**config.mk**
```make
export PLATFORM = sky130hd
export DESIGN_NAME = adc_voltmeter_seven_segment_core
export DESIGN_NICKNAME = d
export VERILOG_FILES = /design/src/hdl/avm7_pkg.sv /design/src/hdl/adc_voltmeter_seven_segment_core.sv /design/src/hdl/avm7_front.sv /design/src/hdl/avm7_fifo.sv /design/src/hdl/avm7_back.sv
export SDC_FILE = /design/constraint.sdc
export NUM_CORES = 1
export LEC_CHECK = 0
export BUFFER_PORTS_ARGS = -buffer_cell sky130_fd_sc_hd__buf_2
export CAP_MARGIN = 30
export CORE_UTILIZATION = 60
export DETAILED_ROUTE_END_ITERATION = 16
export GPL_ROUTABILITY_DRIVEN = 0
export PLACE_DENSITY = 0.87
export SLEW_MARGIN = 20
export SYNTH_ARGS = -nofsm -noshare
export SYNTH_HDL_FRONTEND = slang
export SYNTH_SLANG_ARGS = --single-unit
```
**constraint.sdc**
```tcl
create_clock -name clk -period 18.4 [get_ports clk]
set_clock_uncertainty 0.1 [all_clocks]
set_input_delay 1.84 -clock clk [delete_from_list [all_inputs] [get_ports clk]]
set_output_delay 1.84 -clock clk [all_outputs]
set_load 0.1 [all_outputs]
```
**src/hdl/avm7_pkg.sv**
```systemverilog
// Shared types, constants and lookup functions for the averaging voltmeter core.
package avm7_pkg;

  localparam int ADC_BITS            = 10;
  localparam int SAMPLES_PER_READING = 8;   // power of two: the mean is a shift
  localparam int SPR_LOG2            = $clog2(SAMPLES_PER_READING);
  localparam int CNT_W               = SPR_LOG2;
  localparam int SUM_W               = ADC_BITS + SPR_LOG2;

  localparam int FS_W                = 7;
  localparam logic [FS_W-1:0] FS_RESET = 7'd33;

  localparam int ADC_MAX             = (1 << ADC_BITS) - 1;
  localparam int ADC_HALF            = ADC_MAX / 2;
  localparam int PROD_W              = ADC_BITS + FS_W + 1;
  localparam int QUO_W               = PROD_W - ADC_BITS;
  localparam int REM_W               = ADC_BITS + 1;

  localparam int VOLT_W              = 7;
  localparam logic [VOLT_W-1:0] VOLT_MAX = 7'd99;

  localparam int SEG_W               = 7;
  localparam int EN_W                = 2;
  localparam int BCD_W               = 8;

  localparam logic [EN_W-1:0] EN_LOW  = 2'b01;
  localparam logic [EN_W-1:0] EN_HIGH = 2'b10;
  localparam logic [EN_W-1:0] EN_BOTH = 2'b11;

  localparam int IN_TDATA_W          = ((ADC_BITS + 7) / 8) * 8;
  localparam int OUT_FIELDS_W        = SEG_W + EN_W + BCD_W;
  localparam int OUT_TDATA_W         = ((OUT_FIELDS_W + 7) / 8) * 8;
  localparam int OUT_PAD_W           = OUT_TDATA_W - OUT_FIELDS_W;

  localparam int FIFO_DEPTH          = 4;
  localparam int FIFO_PTR_W          = $clog2(FIFO_DEPTH);

  typedef enum logic {
    OP_SAMPLE = 1'b0,
    OP_TICK   = 1'b1
  } op_t;

  typedef struct packed {
    op_t                 op;
    logic                closes_block;
    logic [ADC_BITS-1:0] sample;
  } item_t;

  typedef struct packed {
    logic  valid;
    item_t item;
  } head_t;

  function automatic logic [SEG_W-1:0] seg_lookup(input logic [3:0] digit);
    logic [SEG_W-1:0] seg;
    case (digit)
      4'h0:    seg = 7'h3F;
      4'h1:    seg = 7'h06;
      4'h2:    seg = 7'h5B;
      4'h3:    seg = 7'h4F;
      4'h4:    seg = 7'h66;
      4'h5:    seg = 7'h6D;
      4'h6:    seg = 7'h7D;
      4'h7:    seg = 7'h07;
      4'h8:    seg = 7'h7F;
      4'h9:    seg = 7'h6F;
      4'hA:    seg = 7'h77;
      4'hB:    seg = 7'h7C;
      4'hC:    seg = 7'h39;
      4'hD:    seg = 7'h5E;
      4'hE:    seg = 7'h79;
      default: seg = 7'h71;
    endcase
    return seg;
  endfunction

  // tens = v*205 >> 11, exact for v below 128
  function automatic logic [BCD_W-1:0] bin_to_bcd(input logic [VOLT_W-1:0] v);
    logic [14:0]       p;
    logic [3:0]        tens;
    logic [VOLT_W-1:0] units;
    p     = 15'({8'd0, v}) * 15'd205;
    tens  = p[14:11];
    units = v - {tens, 3'b000} - {2'b00, tens, 1'b0};
    return {tens, units[3:0]};
  endfunction

endpackage

```
**src/hdl/adc_voltmeter_seven_segment_core.sv**
```systemverilog
// Top level of the averaging voltmeter with two-digit multiplexed seven-segment drive.
//
// Input stream: in_tuser carries the kind (0 = converter sample, 1 = refresh tick),
// in_tdata[9:0] the raw reading. Every eighth sample the mean is scaled to tenths
// of a volt and latched as two BCD digits; each tick drives one digit, low first.
// Output stream: one result beat per input beat; out_tdata holds segments, digit
// enables and the latched BCD value, out_tuser flags a freshly completed reading.
// Config channel: cfg_data sets full_scale_tenths; always ready; write only when idle.
//
// A beat passes the queue, then the output register; a closing sample also waits on
// the scaling step. Throughput: one beat per cycle while out_tready holds and no
// block is scaling (mean times full scale is registered before the divide by 1023).
// A four-beat queue parts the decode front end from the execution back end, so
// input keeps flowing while the output register waits on out_tready; once the
// queue fills, in_tready drops. Synchronous reset clears the sum, count, digits and
// drive state (segments off, both digits enabled) and restores full scale to 33.
module adc_voltmeter_seven_segment_core (
  input  logic                               clk,
  input  logic                               rst_n,
  input  logic                               in_tvalid,
  output logic                               in_tready,
  input  logic                               in_tuser,   // [0] opcode
  input  logic [avm7_pkg::IN_TDATA_W-1:0]    in_tdata,   // [9:0] sample
  output logic                               out_tvalid,
  input  logic                               out_tready,
  output logic [avm7_pkg::OUT_TDATA_W-1:0]   out_tdata,  // [6:0] segments, [8:7] digit_enable,
                                                         // [16:9] voltage_digits
  output logic                               out_tuser,  // [0] new_reading
  input  logic                               cfg_valid,
  output logic                               cfg_ready,
  input  logic [avm7_pkg::FS_W-1:0]          cfg_data    // full_scale_tenths
);

  logic            push;
  logic            pop;
  logic            fifo_full;
  avm7_pkg::item_t item;
  avm7_pkg::head_t head;

  avm7_front u_front (
    .clk       (clk),
    .rst_n     (rst_n),
    .in_tvalid (in_tvalid),
    .in_tready (in_tready),
    .in_tuser  (in_tuser),
    .in_tdata  (in_tdata),
    .fifo_full (fifo_full),
    .push      (push),
    .item      (item)
  );

  avm7_fifo u_fifo (
    .clk   (clk),
    .rst_n (rst_n),
    .push  (push),
    .item  (item),
    .pop   (pop),
    .full  (fifo_full),
    .head  (head)
  );

  avm7_back u_back (
    .clk        (clk),
    .rst_n      (rst_n),
    .cfg_valid  (cfg_valid),
    .cfg_ready  (cfg_ready),
    .cfg_data   (cfg_data),
    .head       (head),
    .pop        (pop),
    .out_tvalid (out_tvalid),
    .out_tready (out_tready),
    .out_tdata  (out_tdata),
    .out_tuser  (out_tuser)
  );

endmodule

```
**src/hdl/avm7_front.sv**
```systemverilog
// Front end: accepts input beats, decodes the item kind and tags the sample that closes a block.
module avm7_front (
  input  logic                               clk,
  input  logic                               rst_n,
  input  logic                               in_tvalid,
  output logic                               in_tready,
  input  logic                               in_tuser,   // [0] opcode
  input  logic [avm7_pkg::IN_TDATA_W-1:0]    in_tdata,   // [ADC_BITS-1:0] sample
  input  logic                               fifo_full,
  output logic                               push,
  output avm7_pkg::item_t                    item
);

  logic [avm7_pkg::CNT_W-1:0] count_r;
  logic [avm7_pkg::CNT_W-1:0] count_nxt;
  logic                       is_sample;
  logic                       closes;

  assign in_tready = !fifo_full;
  assign push      = in_tvalid && in_tready;
  assign is_sample = (avm7_pkg::op_t'(in_tuser) == avm7_pkg::OP_SAMPLE);
  assign closes    = is_sample &&
                     (count_r == avm7_pkg::CNT_W'(avm7_pkg::SAMPLES_PER_READING - 1));

  always_comb begin
    item.op           = avm7_pkg::op_t'(in_tuser);
    item.closes_block = closes;
    item.sample       = in_tdata[avm7_pkg::ADC_BITS-1:0];  // upper bits ignored
  end

  always_comb begin
    count_nxt = count_r;
    if (push && is_sample) begin
      count_nxt = closes ? '0 : count_r + 1'b1;
    end
  end

  always_ff @(posedge clk) begin
    if (!rst_n) begin
      count_r <= '0;
    end else begin
      count_r <= count_nxt;
    end
  end

endmodule

```
**src/hdl/avm7_fifo.sv**
```systemverilog
// Short queue of decoded items between the front end and the execution back end.
module avm7_fifo (
  input  logic             clk,
  input  logic             rst_n,
  input  logic             push,
  input  avm7_pkg::item_t  item,
  input  logic             pop,
  output logic             full,
  output avm7_pkg::head_t  head
);

  avm7_pkg::item_t                mem [avm7_pkg::FIFO_DEPTH];
  logic [avm7_pkg::FIFO_PTR_W-1:0] wr_ptr_r, wr_ptr_nxt;
  logic [avm7_pkg::FIFO_PTR_W-1:0] rd_ptr_r, rd_ptr_nxt;
  logic [avm7_pkg::FIFO_PTR_W:0]   count_r, count_nxt;

  assign full       = (count_r == (avm7_pkg::FIFO_PTR_W+1)'(avm7_pkg::FIFO_DEPTH));
  assign head.valid = (count_r != '0);
  assign head.item  = mem[rd_ptr_r];

  always_comb begin
    wr_ptr_nxt = push ? wr_ptr_r + 1'b1 : wr_ptr_r;
    rd_ptr_nxt = pop  ? rd_ptr_r + 1'b1 : rd_ptr_r;
    count_nxt  = count_r;
    if (push && !pop) begin
      count_nxt = count_r + 1'b1;
    end else if (pop && !push) begin
      count_nxt = count_r - 1'b1;
    end
  end

  always_ff @(posedge clk) begin
    if (push) begin
      mem[wr_ptr_r] <= item;
    end
  end

  always_ff @(posedge clk) begin
    if (!rst_n) begin
      wr_ptr_r <= '0;
      rd_ptr_r <= '0;
      count_r  <= '0;
    end else begin
      wr_ptr_r <= wr_ptr_nxt;
      rd_ptr_r <= rd_ptr_nxt;
      count_r  <= count_nxt;
    end
  end

endmodule

```
**src/hdl/avm7_back.sv**
```systemverilog
// Back end: accumulates samples, scales each block to BCD, drives the display and registers results.
module avm7_back (
  input  logic                                clk,
  input  logic                                rst_n,
  input  logic                                cfg_valid,
  output logic                                cfg_ready,
  input  logic [avm7_pkg::FS_W-1:0]           cfg_data,    // full_scale_tenths
  input  avm7_pkg::head_t                     head,
  output logic                                pop,
  output logic                                out_tvalid,
  input  logic                                out_tready,
  output logic [avm7_pkg::OUT_TDATA_W-1:0]    out_tdata,
  output logic                                out_tuser
);

  logic [avm7_pkg::FS_W-1:0]        fs_r, fs_nxt;
  logic [avm7_pkg::SUM_W-1:0]       sum_r, sum_nxt;
  logic [avm7_pkg::BCD_W-1:0]       bcd_r, bcd_nxt;
  logic                             show_high_r, show_high_nxt;
  logic [avm7_pkg::SEG_W-1:0]       seg_r, seg_nxt;
  logic [avm7_pkg::EN_W-1:0]        en_r, en_nxt;
  logic [avm7_pkg::PROD_W-1:0]      prod_r, prod_nxt;
  logic                             conv_r, conv_nxt;
  logic                             out_valid_r, out_valid_nxt;
  logic [avm7_pkg::OUT_TDATA_W-1:0] out_data_r, out_data_nxt;
  logic                             out_user_r, out_user_nxt;

  logic                             adv;
  logic [avm7_pkg::SUM_W-1:0]       sum_ext;
  logic [avm7_pkg::ADC_BITS-1:0]    mean;
  logic [avm7_pkg::PROD_W-1:0]      rounded;
  logic [avm7_pkg::QUO_W-1:0]       q0;
  logic [avm7_pkg::REM_W-1:0]       r0;
  logic [avm7_pkg::QUO_W-1:0]       quo;
  logic [avm7_pkg::VOLT_W-1:0]      volt;
  logic [avm7_pkg::BCD_W-1:0]       new_bcd;
  logic [3:0]                       digit;

  assign cfg_ready  = 1'b1;
  assign out_tvalid = out_valid_r;
  assign out_tdata  = out_data_r;
  assign out_tuser  = out_user_r;

  assign adv     = !out_valid_r || out_tready;
  assign sum_ext = sum_r + avm7_pkg::SUM_W'(head.item.sample);
  assign mean    = sum_ext[avm7_pkg::SUM_W-1:avm7_pkg::SPR_LOG2];

  // divide by 2^N-1: x = 2^N*q0 + lo = (2^N-1)*q0 + (q0+lo), one correction step
  assign rounded = prod_r + avm7_pkg::PROD_W'(avm7_pkg::ADC_HALF);
  assign q0      = rounded[avm7_pkg::PROD_W-1:avm7_pkg::ADC_BITS];
  assign r0      = {1'b0, rounded[avm7_pkg::ADC_BITS-1:0]} + avm7_pkg::REM_W'(q0);
  assign quo     = q0 + avm7_pkg::QUO_W'(r0 >= avm7_pkg::REM_W'(avm7_pkg::ADC_MAX));
  assign volt    = (quo > avm7_pkg::QUO_W'(avm7_pkg::VOLT_MAX)) ? avm7_pkg::VOLT_MAX
                                                                 : quo[avm7_pkg::VOLT_W-1:0];
  assign new_bcd = avm7_pkg::bin_to_bcd(volt);
  assign digit   = show_high_r ? bcd_r[7:4] : bcd_r[3:0];

  always_comb begin
    fs_nxt        = cfg_valid ? cfg_data : fs_r;
    sum_nxt       = sum_r;
    bcd_nxt       = bcd_r;
    show_high_nxt = show_high_r;
    seg_nxt       = seg_r;
    en_nxt        = en_r;
    prod_nxt      = prod_r;
    conv_nxt      = conv_r;
    out_valid_nxt = out_valid_r && !out_tready;
    out_data_nxt  = out_data_r;
    out_user_nxt  = out_user_r;
    pop           = 1'b0;

    if (conv_r) begin
      // closing sample with its product registered: finish scaling and post the reading
      if (adv) begin
        bcd_nxt       = new_bcd;
        conv_nxt      = 1'b0;
        out_valid_nxt = 1'b1;
        out_data_nxt  = {{avm7_pkg::OUT_PAD_W{1'b0}}, new_bcd, en_r, seg_r};
        out_user_nxt  = 1'b1;
      end
    end else if (head.valid && adv) begin
      pop = 1'b1;
      case (head.item.op)
        avm7_pkg::OP_TICK: begin
          en_nxt        = show_high_r ? avm7_pkg::EN_HIGH : avm7_pkg::EN_LOW;
          seg_nxt       = avm7_pkg::seg_lookup(digit);
          show_high_nxt = !show_high_r;
          out_valid_nxt = 1'b1;
          out_data_nxt  = {{avm7_pkg::OUT_PAD_W{1'b0}}, bcd_r, en_nxt, seg_nxt};
          out_user_nxt  = 1'b0;
        end
        avm7_pkg::OP_SAMPLE: begin
          if (head.item.closes_block) begin
            prod_nxt = avm7_pkg::PROD_W'(mean) * avm7_pkg::PROD_W'(fs_r);
            sum_nxt  = '0;
            conv_nxt = 1'b1;
          end else begin
            sum_nxt       = sum_ext;
            out_valid_nxt = 1'b1;
            out_data_nxt  = {{avm7_pkg::OUT_PAD_W{1'b0}}, bcd_r, en_r, seg_r};
            out_user_nxt  = 1'b0;
          end
        end
        default: begin
        end
      endcase
    end
  end

  always_ff @(posedge clk) begin
    if (!rst_n) begin
      fs_r        <= avm7_pkg::FS_RESET;
      sum_r       <= '0;
      bcd_r       <= '0;
      show_high_r <= 1'b0;
      seg_r       <= '0;
      en_r        <= avm7_pkg::EN_BOTH;
      conv_r      <= 1'b0;
      out_valid_r <= 1'b0;
    end else begin
      fs_r        <= fs_nxt;
      sum_r       <= sum_nxt;
      bcd_r       <= bcd_nxt;
      show_high_r <= show_high_nxt;
      seg_r       <= seg_nxt;
      en_r        <= en_nxt;
      conv_r      <= conv_nxt;
      out_valid_r <= out_valid_nxt;
    end
  end

  always_ff @(posedge clk) begin
    prod_r     <= prod_nxt;
    out_data_r <= out_data_nxt;
    out_user_r <= out_user_nxt;
  end

endmodule

```
==> reports/results.ini, run 1 <==
[run_status]
run_status=finished, final reports clean

[yosys]
async_flop_share_pct=0
syn_area_per_cell_sq_um=10.4
synth-edff-count=83
synth_area_sq_mm=0.00986
synth_cell_types=70
synth_ff_type=edfxtp_1
ys_seq_area_share_pct=35.9
ys_seq_elements=135
netlist_instances=951
yosys_warnings=0

[sta]
setup_viol=0
max_freq_mhz=88.1
fin_setup_tns_ns=0
final.min_clock_period_ns=11.35
final_max_slew_viol_count=0
tightest_slew_ns=0.906
hold_viol_final=0
fin_crit_sh_pct=61.7
slew_headroom_pct=39.2
rsz0062_at_grt=false

[floorplanning]
core_region_area_sq_mm=0.0159
dieHeight_um=130
dieArea_sq_mm=0.0169
io_pins=57
dieWidth_um=130
initial_core_util_pct=61.8
rows=46

[drt]
postRouteAntennaNets=0
num_vias=6978
route.detailed.drc=0
first_iter_violations=474
dr.pass1.iters=10
wl_um=19300
via_per_inst=5.75
wl_per_cell_um=15.9

[critical_path]
cp_max_fo=9
start_kind=flip-flop
crit_top_cell=ha_1
end_kind=flip-flop
crit_type=flip-flop to flip-flop
cp_slowest_stage_delay_ns=0.70
arrival_ns=11.38
r2r-start=u_back.prod_r[4]
ff2ff_setup_slack_ns=7.05
crit_required_ns=18.44
timing.rr.end=u_back.out_tdata[12]
slowest_stage=or4_1
worst-r2r-cell-count=43

[cts]
cts_resized=0
h-tree-depth=4
cts_root_buffer=clkbuf_16
post_cts_buffers=0
clk_path_buf_depth=2
cts.sinks=135
cts_buffers=17
clk_pin_slew_ns=0.06
cts_tree=yes
ctsHoldBuffers=0
clk_latency_ns=0.42

[finish]
drive_gt1_share_pct=11.6
final_cell_mix=ha_1 (104), nand2_1 (103), inv_1 (94)
diodes=0
nFillCells=1126
area_delta_synth_final_pct=9.04
mostFrequentLayoutCell=ha_1
num-nets-final=1166

[global_routing]
grt_usage_pct=24.5
grt_pass1_vias=7084
antenna_found_initial=0
grt_overflow=0
grt_max_degree=32
grt_first_pass_wirelength_um=32300

[hold_path]
min_to=u_back.sum_r[0]
min_from=u_back.sum_r[0]
whs_path_depth=2
min_path_type=flip-flop to flip-flop

[placement]
dpl.hpwl_um=14100
port_buffers=42

[run]
drv_cap=0

==> Yosys cell counts, drive strengths merged, types with 5 or more instances <==
cell | n | area share [%]
ha | 104 | 13
a22oi | 6 | 0.46
nor2b | 26 | 1.7
nand4 | 6 | 0.38
nor2 | 55 | 2.1
mux2 | 14 | 1.6
and2 | 22 | 1.4
nand2 | 103 | 3.9
nand2b | 6 | 0.38
a21oi | 49 | 2.5
inv | 94 | 3.6
a211oi | 5 | 0.38
or4 | 5 | 0.42
nor3 | 8 | 0.41
o311ai | 6 | 0.69
nand3b | 7 | 0.53
a21o | 5 | 0.38
xnor2 | 36 | 3.2
clkbuf | 24 | 0.91
mux2i | 18 | 1.8
xor2 | 20 | 1.8
o21bai | 11 | 0.84
nor4 | 6 | 0.38
dfxtp | 52 | 11
nand3 | 19 | 0.96
and3 | 12 | 0.76
edfxtp | 83 | 25
o21ai | 16 | 0.89
o211ai | 9 | 0.69
buf | 11 | 0.74
mux4 | 12 | 2.7
fa | 49 | 10
==> critical path, delay by kind of cell (launching register included) <==
family          cells  cell delay (ns)
simple gates       11             3.35
compound gates     14             3.24
fa+ha+maj           8             2.67
xor+xnor            5             0.94
flops               1             0.47
buf+inv             5             0.24
==> cell families (layout without fill, tap and decap cells) <==
family	Yosys count	in the layout	synth area share, %
buf+inv	130	170	5.27
fa+ha+maj	153	153	23.2
xor+xnor	56	56	4.98
flops	135	135	35.9
simple gates	289	289	14.4
compound gates	142	142	10.1
other cells	2	8	0.0762
mux	44	44	6.17
==> per-layer routing <==
| metal | up-vias | global-route usage [%] | routed length (um) |
|---|---|---|---|
| met2 | 184 | 44.4 | 10000 |
| met4 | 0 | 11.1 | 528 |
| li1 | 3381 | - | - |
| met1 | 3363 | 28.3 | 8050 |
| met5 | - | 0 | 0 |
| met3 | 50 | 4.14 | 725 |
==> registers in the layout, summed over array words and instances, names as in the netlist, named ones only <==
| name | cells |
|---|---|
| u_front.count_r | 3 |
| u_back.sum_r | 13 |
| u_back.bcd_r | 8 |
| u_back.conv_r | 1 |
| u_back.out_tuser | 1 |
| u_back.en_r | 2 |
| u_fifo.mem | 48 |
| u_back.prod_r | 17 |
| u_back.out_tvalid | 1 |
| u_fifo.count_r | 3 |
| u_back.show_high_r | 1 |
| u_back.seg_r | 7 |
| u_back.fs_r | 7 |
| u_fifo.wr_ptr_r | 2 |
| u_fifo.rd_ptr_r | 2 |
| u_back.out_tdata | 17 |
==> layout make-up <==
type	instances	area (sq um)	area share [%]
clock inverters	12	106	0.990
multi-input cells	692	5830	54.2
repair buffers	43	218	2.03
well taps	216	270	2.51
clock buffers	20	437	4.06
flip-flops and latches	135	3530	32.9
inverters	95	357	3.32
==> worst max-delay path by stage <==
| stage | slack, ns | cells past startpoint | end | from |
|---|---|---|---|---|
| 6_report | 7.05 | 43 | u_back.out_tdata[12] | u_back.prod_r[4] |
| 5_1_grt | 6.26 | 43 | u_back.out_tdata[12] | u_back.prod_r[4] |
| 4_1_cts | 7.13 | 43 | u_back.out_tdata[12] | u_back.prod_r[4] |
| 3_5_place_dp | 7.19 | 43 | u_back.out_tdata[12] | u_back.prod_r[4] |
| 3_3_place_gp | 7.40 | 43 | u_back.out_tdata[12] | u_back.prod_r[4] |
| 2_1_floorplan | 8.44 | 44 | u_back.out_tdata[12] | u_back.prod_r[5] |
==> through the flow <==
stage | util (%) | cell area [sq um] | hold WS, ns | instances | setup slack [ns]
detailed placement | 64.0 | 10200 | 0.364 | 1181 | 7.19
finish | 67.4 | 10700 | 0.369 | 1213 | 7.05
CTS | 67.4 | 10700 | 0.370 | 1213 | 7.13
global placement | 64.0 | 10200 | 0.353 | 1181 | 7.40
global route | 67.4 | 10700 | 0.383 | 1213 | 6.26
floorplan | - | 9880 | 0.306 | 957 | 8.44
Power of run 1 is left out: the tool's default activity adds up to more than one toggle a clock period on the data nets, which glitch-free logic cannot reach.
==> inputs of run 2 (changes only) <==
Clock period 18.4 ns to 10.95 ns, I/O delays scaled along.
==> run 2 against run 1 <==
Register-to-register slack worse by 6.4 ns. Sequential cell count unchanged. Fmax up 11%. Highest routed layer unchanged. Global-route usage up 0.67 points. Final cell count up 0.25%. Critical path depth up 1. Die area unchanged. First-iteration DRC count up 21%. Sequential share of layout area down 0.36 points. Via count up 2.7%.
==> reports/results.ini, run 2 (synthesis results as in run 1) <==
[cts]
cts_tree=yes  ; unchanged
h-tree-depth=4  ; unchanged
cts_root_buffer=clkbuf_16  ; unchanged
clk_pin_slew_ns=0.06  ; about the same
clk_latency_ns=0.43  ; was 0.42 ns
ctsHoldBuffers=0  ; unchanged
cts.sinks=135  ; unchanged
cts_buffers=17  ; unchanged
clk_path_buf_depth=2  ; unchanged

[critical_path]
crit_required_ns=10.99  ; was 18.44 ns
end_kind=flip-flop  ; unchanged
crit_top_cell=ha_1  ; unchanged
cp_max_fo=8  ; was 9
crit_family=compound AO/OA/AOI/OAI gates  ; was simple AND/OR/NAND/NOR gates
arrival_ns=10.30  ; was 11.38 ns
start_kind=flip-flop  ; unchanged
slowest_stage=or4_4  ; was or4_1
crit_buf_inv=6  ; was 5
cp_slowest_stage_delay_ns=0.62  ; was 0.70 ns
crit_type=flip-flop to flip-flop  ; unchanged

[sta]
slew_headroom_pct=40.2  ; was 39.2%
tightest_slew_ns=0.891  ; was 0.906 ns
fin_setup_tns_ns=0  ; unchanged
hold_viol_final=0  ; unchanged
fin_crit_sh_pct=93.7  ; was 61.7%
final_max_slew_viol_count=0  ; unchanged
final.min_clock_period_ns=10.26  ; was 11.35 ns
max_freq_mhz=97.5  ; was 88.1 MHz
setup_viol=0  ; unchanged
rsz0062_at_grt=false  ; unchanged

[placement]
port_buffers=42  ; unchanged
dpl.hpwl_um=14500  ; was 14100 um

[finish]
area_delta_synth_final_pct=10.3  ; was 9.04%
final_util_pct=68.2  ; was 67.4%
diodes=0  ; unchanged
mostFrequentLayoutCell=ha_1  ; unchanged
final_cell_mix=ha_1 (104), nand2_1 (103), inv_1 (94)  ; unchanged
num-nets-final=1169  ; was 1166
drive_gt1_share_pct=12.6  ; was 11.6%
top_register=u_fifo.mem  ; unchanged
largest_reg_flops=48  ; unchanged

[drt]
route.detailed.drc=0  ; unchanged
wl_um=20100  ; was 19300 um
num_vias=7165  ; was 6978
postRouteAntennaNets=0  ; unchanged
wl_per_cell_um=16.5  ; was 15.9 um
via_per_inst=5.89  ; was 5.75
dr.pass1.iters=5  ; was 10
first_iter_violations=572  ; was 474

[global_routing]
grt_max_degree=32  ; unchanged
antenna_found_initial=0  ; unchanged
grt_pass1_vias=7286  ; was 7084
grt_usage_pct=25.2  ; was 24.5%
grt_first_pass_wirelength_um=33000  ; was 32300 um
grt_overflow=0  ; unchanged

[run]
drv_cap=0  ; unchanged

[floorplanning]
dieHeight_um=130  ; unchanged
core_region_area_sq_mm=0.0159  ; unchanged
rows=46  ; unchanged
initial_core_util_pct=61.8  ; unchanged
dieArea_sq_mm=0.0169  ; unchanged
dieWidth_um=130  ; unchanged
io_pins=57  ; unchanged

[run_status]
run_status=finished, final reports clean  ; unchanged

[hold_path]
min_path_type=flip-flop to flip-flop  ; unchanged

[run 2: per-stage QoR]
stage / instances / hold slack [ns] / setup slack (ns) / instance area [sq um]
after global placement: 1183 / 0.352 / 0.623 / 10200
after detailed placement: 1183 / 0.369 / 0.341 / 10200
final: 1216 / 0.376 / 0.692 / 10900
after global routing: 1216 / 0.392 / 0.0337 / 10900
after floorplan: 957 / 0.306 / 0.991 / 9880
after CTS: 1215 / 0.375 / 0.317 / 10800
[run 2: worst min-delay path: stages (launching register included)]
cell	delay, ns
dfxtp_1	0.32
nand2_1	0.06
a21oi_1	0.05
[run 2: per-layer routing]
metal	GRT usage (%)	up-vias	routed length (um)
li1	-	3382	-
met1	27.8	3461	8110
met2	47.0	246	10400
met3	3.44	76	813
met4	12.9	0	768
met5	0	-	0
[run 2: layout make-up]
cell class,instances,area (sq um)
Clock inverter,11,133
Inverter,95,357
Timing Repair Buffer,46,240
Clock buffer,21,482
Fill cell,1110,5080
Multi-Input combinational cell,692,5850
Sequential cell,135,3530
Tap cell,216,270
[run 2: worst paths after layout]
path                                        from                    to  slack [ns]  cells after the start
worst max register to register  u_back.prod_r[4]  u_back.out_tdata[12]        0.69                     44
worst max-delay path            u_back.prod_r[4]  u_back.out_tdata[12]        0.69                     44
worst min-delay path             u_back.bcd_r[4]       u_back.bcd_r[4]        0.38                      2
worst min register to register   u_back.bcd_r[4]       u_back.bcd_r[4]        0.38                      2
[run 2: repair_timing]
action,CTS,global route
buffers inserted,0,1
endpoints found under the setup margin,0,2
resized for setup,0,5
hold endpoints to repair,0,0
Power of run 2 is left out for the same reason.
